### src/aec_pkg.sv
package aec_pkg;

  // number of cells between registers on the collect chain
  localparam int unsigned SEG_LEN = 8;

  typedef enum logic [3:0] {
    V_RECORDED       = 4'd0,
    V_REUSED         = 4'd1,
    V_REPEAT_ALLOC   = 4'd2,
    V_TABLE_FULL     = 4'd3,
    V_RELEASE_OK     = 4'd4,
    V_REPEAT_RELEASE = 4'd5,
    V_KIND_MISMATCH  = 4'd6,
    V_UNKNOWN_ADDR   = 4'd7,
    V_NULL           = 4'd8
  } verdict_t;

  typedef enum logic [1:0] {
    ST_ALLOCATED       = 2'd0,
    ST_RELEASED        = 2'd1,
    ST_REPEAT_RELEASED = 2'd2,
    ST_MISMATCH        = 2'd3
  } status_t;

  // what a cell hands down the collect chain
  typedef struct packed {
    logic        hit;
    logic [31:0] site;
    logic [31:0] size;
    logic        kind;
    logic [1:0]  status;
  } aec_entry_t;

  // write command broadcast to all cells
  typedef struct packed {
    logic        en_full;
    logic        en_status;
    logic [63:0] addr;
    logic [31:0] size;
    logic [31:0] site;
    logic        kind;
    logic [1:0]  status;
  } aec_wr_t;

endpackage

### src/aec_cell.sv
module aec_cell #(
  parameter int unsigned IDX_W    = 6,
  parameter int unsigned CNT_W    = 7,
  parameter int unsigned CELL_IDX = 0,
  parameter bit          REG_OUT  = 1'b0
) (
  input  logic                clk,
  input  logic [63:0]         query_addr,
  input  logic [CNT_W-1:0]    used,
  input  aec_pkg::aec_wr_t    wr,
  input  logic [IDX_W-1:0]    wr_idx,
  input  aec_pkg::aec_entry_t chain_in,
  input  logic [IDX_W-1:0]    idx_in,
  output aec_pkg::aec_entry_t chain_out,
  output logic [IDX_W-1:0]    idx_out
);
  import aec_pkg::*;

  localparam logic [IDX_W-1:0] MY_IDX = IDX_W'(CELL_IDX);
  localparam logic [CNT_W-1:0] MY_CNT = CNT_W'(CELL_IDX);

  logic [63:0] addr_r;
  logic [31:0] size_r;
  logic [31:0] site_r;
  logic        kind_r;
  logic [1:0]  status_r;
  logic        hit_r;
  logic        live;
  logic        sel;
  aec_entry_t  mine;
  aec_entry_t  merged;
  logic [IDX_W-1:0] idx_merged;

  assign live = (used > MY_CNT);
  assign sel  = (wr_idx == MY_IDX);

  always_ff @(posedge clk) begin
    hit_r <= live && (addr_r == query_addr);
    if (wr.en_full && sel) begin
      addr_r   <= wr.addr;
      size_r   <= wr.size;
      site_r   <= wr.site;
      kind_r   <= wr.kind;
      status_r <= wr.status;
    end else if (wr.en_status && sel) begin
      status_r <= wr.status;
    end
  end

  always_comb begin
    mine.hit    = 1'b1;
    mine.site   = site_r;
    mine.size   = size_r;
    mine.kind   = kind_r;
    mine.status = status_r;
  end

  // at most one cell holds a given address, so an OR merges the chain
  assign merged     = chain_in | (hit_r ? mine : '0);
  assign idx_merged = idx_in | (hit_r ? MY_IDX : '0);

  if (REG_OUT) begin : g_reg
    aec_entry_t       chain_r;
    logic [IDX_W-1:0] idx_r;
    always_ff @(posedge clk) begin
      chain_r <= merged;
      idx_r   <= idx_merged;
    end
    assign chain_out = chain_r;
    assign idx_out   = idx_r;
  end else begin : g_comb
    assign chain_out = merged;
    assign idx_out   = idx_merged;
  end

endmodule

### config.mk
export PLATFORM = sky130hd
export DESIGN_NAME = aec_cell
export DESIGN_NICKNAME = d
export VERILOG_FILES = /design/src/aec_pkg.sv /design/src/aec_cell.sv
export SDC_FILE = /design/constraint.sdc
export NUM_CORES = 1
export LEC_CHECK = 0
export BUFFER_PORTS_ARGS = -buffer_cell sky130_fd_sc_hd__buf_2
export CORE_AREA = 5 5 136 138
export CTS_CLUSTER_SIZE = 16
export DETAILED_ROUTE_END_ITERATION = 12
export DIE_AREA = 0 0 141 143
export SETUP_SLACK_MARGIN = 0.5
export SLEW_MARGIN = 40
export SYNTH_ARGS = -nofsm -noshare
export SYNTH_HDL_FRONTEND = slang
export SYNTH_SLANG_ARGS = --single-unit
### constraint.sdc
create_clock -name clk -period 10.1 [get_ports clk]
set_input_delay 1.515 -clock clk [delete_from_list [all_inputs] [get_ports clk]]
set_output_delay 1.515 -clock clk [all_outputs]
set_load 0.05 [all_outputs]
=== After elaboration in Yosys (flattened, before gate mapping) ===
Index checks and enable logic that the tools add are counted.

* Order comparisons: 1
* Eq/ne operators: 1
* Mux-type cells: 3
* Bitwise gates (word level): 1
* Reductions and logical operators: 5

{| class="wikitable"
|+ Operators with widths
! kind !! count
|-
| 2-to-1 mux 68 bit || 1
|-
| OR 68 bit || 1
|-
| == test 64 bit || 1
|-
| > comparator 7 x 1 -> 1 bit, second input constant || 1
|-
| zero test 6 bit || 1
|-
| 2-to-1 mux 2 bit || 2
|-
| logical AND 1 bit || 3
|-
| nonzero test 2 bit || 1
|}

* Flip-flop bits (word level): 132
* Bits of input ports: 285
* Output and inout bits: 74
* Word-level logic and storage cells: 17

=== Depth between registers and ports, before layout ===
* Depth after elaboration: 4
* Gate-level depth with buffers: 5
* Gate-level depth less buffers: 5

=== Worst setup path before layout ===
OpenSTA, ideal clock, no wires.

* Kind: input -> register
* From: in wr_idx[3]
* To: reg addr_r[0] (enable)
* Setup time: 0.505 ns
* Data arrival time: 4.880 ns
* Required time: 9.595 ns
* Path slack: 4.716 ns
* Stages on the path: 2
* Buffers on the path: 0
* Cells stage by stage: nor4_1 and3_1

* Cells in the longest elaborated chain, start to end: 2

{| class="wikitable"
|+ RTL lines
! item !! RTL line !! RTL
|-
| start: declaration || aec_cell.sv:11 || <nowiki>input logic [IDX_W-1:0] wr_idx,</nowiki>
|-
| zero test 6 bit || aec_cell.sv:35 || <nowiki>assign sel = (wr_idx == MY_IDX);</nowiki>
|-
| logical AND 1 bit || aec_cell.sv:39 || <nowiki>if (wr.en_full && sel) begin</nowiki>
|-
| end signal: assignment || aec_cell.sv:40 || <nowiki>addr_r <= wr.addr;</nowiki>
|-
| end: declaration || aec_cell.sv:22 || <nowiki>logic [63:0] addr_r;</nowiki>
|}

Every way passes these cells.
A chain may end at the register's enable or synchronous reset.

==> impl_results.md <==
- Outcome: finished, final reports clean
- Largest net degree at the start of global routing: between 70 and 80
- CP max-delay cell: or2_2
- CP required: between 8 and 9 ns
- Die X: 141 µm
- Power per cell area: 170 mW/mm²
- Count of cell types in the netlist: 20
- Slew @ Worst Pin: about 0.8 ns
- Total track usage: 0.144
- Comb pwr share: 0.111
- Area occupied by multi-input gates: 0.00127 mm²
- Clock-pin slew on the worst setup and hold paths: ~0.050 ns
- Leak: 3.57 nW
- Filler cells: 1574
- Worst Skew: around 0.010 ns
- Initial DRC Count: roughly 120
- VDD IR max: roughly 100 µV
- Fin crit period: between 3 and 4 ns
- IO Pins: around 360
- Num Clock Sinks: ~130
- Non-Filler Instances: roughly 900
- ANT cells: 0
- Setup slack on the worst flop-to-flop path: between 8 and 9 ns
- Sum of negative setup slack: 0 ns
- Met1 GRT Util: 0.154
- DRC violations left: 0
- Hold path start: addr_r[27]$_DFFE_PP_
- Worst hold endpoint: hit_r$_DFF_P_
- Final Cell Area: 0.00781 mm²
- Sequential power share: 0.456
- Unrepaired setup endpoints after global routing: no
- Critical path class: in2out
- Placed Instances: between 800 and 900
- Register bit count reported by yosys: roughly 130
- Synth Instances: slightly above 300
- Final setup viols: 0
- Internal power: just over 1 mW
- FF/Latch Area: approximately 0.0040 mm²
- Met3 usage: 0.0496
- Die Span Y: approximately 140 µm
- Worst setup startpoint: chain_in[67]
- Worst R2R Path Depth: 5
- Final Hold Vio Count: 0
- CTS tree: yes
- Worst reg2reg path endpoint: hit_r$_DFF_P_
- Max_cap viols: 0
- Total die area: just over 0.02 mm²
- Seq/Total Area, Yosys: 0.746
- Top Usage Layer GRT: met2
- Pre-CTS worst setup slack: approximately 6 ns
- Most frequent cells in the layout: 346 x buf_2, 131 x edfxtp_1, 67 x a21o_1, 36 x xor2_1, 27 x xnor2_1
- Switching share of power: 0.226
- Avg Cell Area, Syn: between 15 and 20 µm²
- Max stage delay on crit path: approximately 0.26 ns
- H-tree Lvls: 4
- Area grow syn2layout: 47.4%
- TritonRoute pass-1 iters: 4
- Worst hold path class: reg2reg
- Area of the mapped netlist: 0.00530 mm²
- Worst Hold Depth: 5
- Crit end category: output port
- Via density: approximately 4.4
- First-pass GRT wire length: about 22 mm
- Reg2reg start: addr_r[43]$_DFFE_PP_
- Antenna violations before repair: 1
- CTS buffer count: 17
- Placed cell area: a little over 0.007 mm²
- Most common cell after layout, fill and taps aside: buf_2
- Most used cell, CP: buf_2
- Met2 Use GR: 0.255
- Worst path cell trace: buf_2 > or2_2 > buf_2
- WL final: approximately 15 mm
- Post-DRT Antenna Nets: 0
- Total congestion overflow: 0
- Sw Pwr: around 300 µW
- Worst hold slack: slightly below 0.7 ns
- Tcrit/Tclk final: 0.356
- Final Core Density: 0.458
- Ys Warns: 0
- Net count after synthesis: ~590
- Final setup margin: 6.51 ns
- Max Slew Vio Count: 0
- Final GP Congestion: 0.852
- IO buf count: 346
- PnR Total Power: 1.33 mW
- Clock power share: 0.433
- Core Rows: 48
- Routed via count: approximately 3900
- WP data arrival: between 2 and 2.5 ns
- Clk_lat worst skew: just over 0.4 ns
- Post-CTS Setup Inserts: 0
- CTS Buffer Depth: 2
- Starting Density: 0.311
- DP HPWL: 12.3 mm
- Core Footprint: about 0.017 mm²
- Max Clk Rate: roughly 0.28 GHz
- Nets: 944
- CTS root buffer: clkbuf_16
- Share of layout cells above drive strength 1: 0.565
- Number of gates resized after cts: 0
- Crit path max fanout: 1
- Slew HR: 0.478
- DR WL/cell: ~17 µm
- Startpoint type of the worst setup path: primary input
- CTS Hold Bufs: 0
- Vias in the first global route: roughly 4400
sequential cells by signal, indices dropped and copies added, names as in the netlist:
name	cells
kind_r	1
addr_r	64
hit_r	1
size_r	32
status_r	2
site_r	32
critical path, delay by kind of cell:
kind / cells / cell delay, ns
buf+inv: 2 / 0.30
simple gates: 1 / 0.26
cell families after synthesis:
family | count (synthesis) | share of synthesized area
compound gates | 69 | 0.0987
xor+xnor | 64 | 0.107
buf+inv | 14 | 0.0149
flops | 132 | 0.746
simple gates | 27 | 0.0328
worst max path at each step:
stage                                 to  slack, ns  depth (start not counted)
finish                     chain_out[67]       6.51                          3
global route               chain_out[67]       6.49                          3
CTS                        chain_out[67]       6.51                          3
detailed placement  size_r[14]$_DFFE_PP_       6.08                          4
global placement    size_r[11]$_DFFE_PP_       6.11                          4
floorplan            addr_r[0]$_DFFE_PP_       4.72                          2
synth_stat cells:
cell,n,area share
nor3_1,1,0.00094
nand4_1,9,0.011
nor4_2,1,0.0024
dfxtp_1,1,0.0038
nor3_2,1,0.0019
edfxtp_1,131,0.74
a2111oi_1,1,0.0019
or2_2,1,0.0012
nor2_1,1,0.00071
buf_2,3,0.0028
a21o_1,67,0.095
o211a_1,1,0.0019
buf_4,6,0.0085
and3_1,1,0.0012
nand3_1,1,0.00094
xnor2_2,1,0.0031
xor2_1,36,0.060
clkbuf_1,5,0.0035
xnor2_1,27,0.045
nor4_1,11,0.013
layout make-up:
cell class | instances | area share
clock buffers | 22 | 0.0569
clock inverters | 10 | 0.0139
multi-input cells | 160 | 0.163
flip-flops and latches | 132 | 0.506
well taps | 225 | 0.0360
repair buffers | 348 | 0.224
per-layer routing:
layer,wire length [µm],up-vias
li1,-,1875
met1,5500,1787
met2,7980,229
met3,1350,31
met4,369,0
met5,0,-
power groups by stage:
stage,logic (mW),clock network (mW),registers (mW)
after floorplan,0.0823,0,0.619
after global placement,0.146,0,0.619
after detailed placement,0.149,0,0.619
after CTS,0.149,0.592,0.608
after global routing,0.158,0.614,0.608
final,0.147,0.576,0.608
No activity file was read; power rests on OpenSTA's default activity.
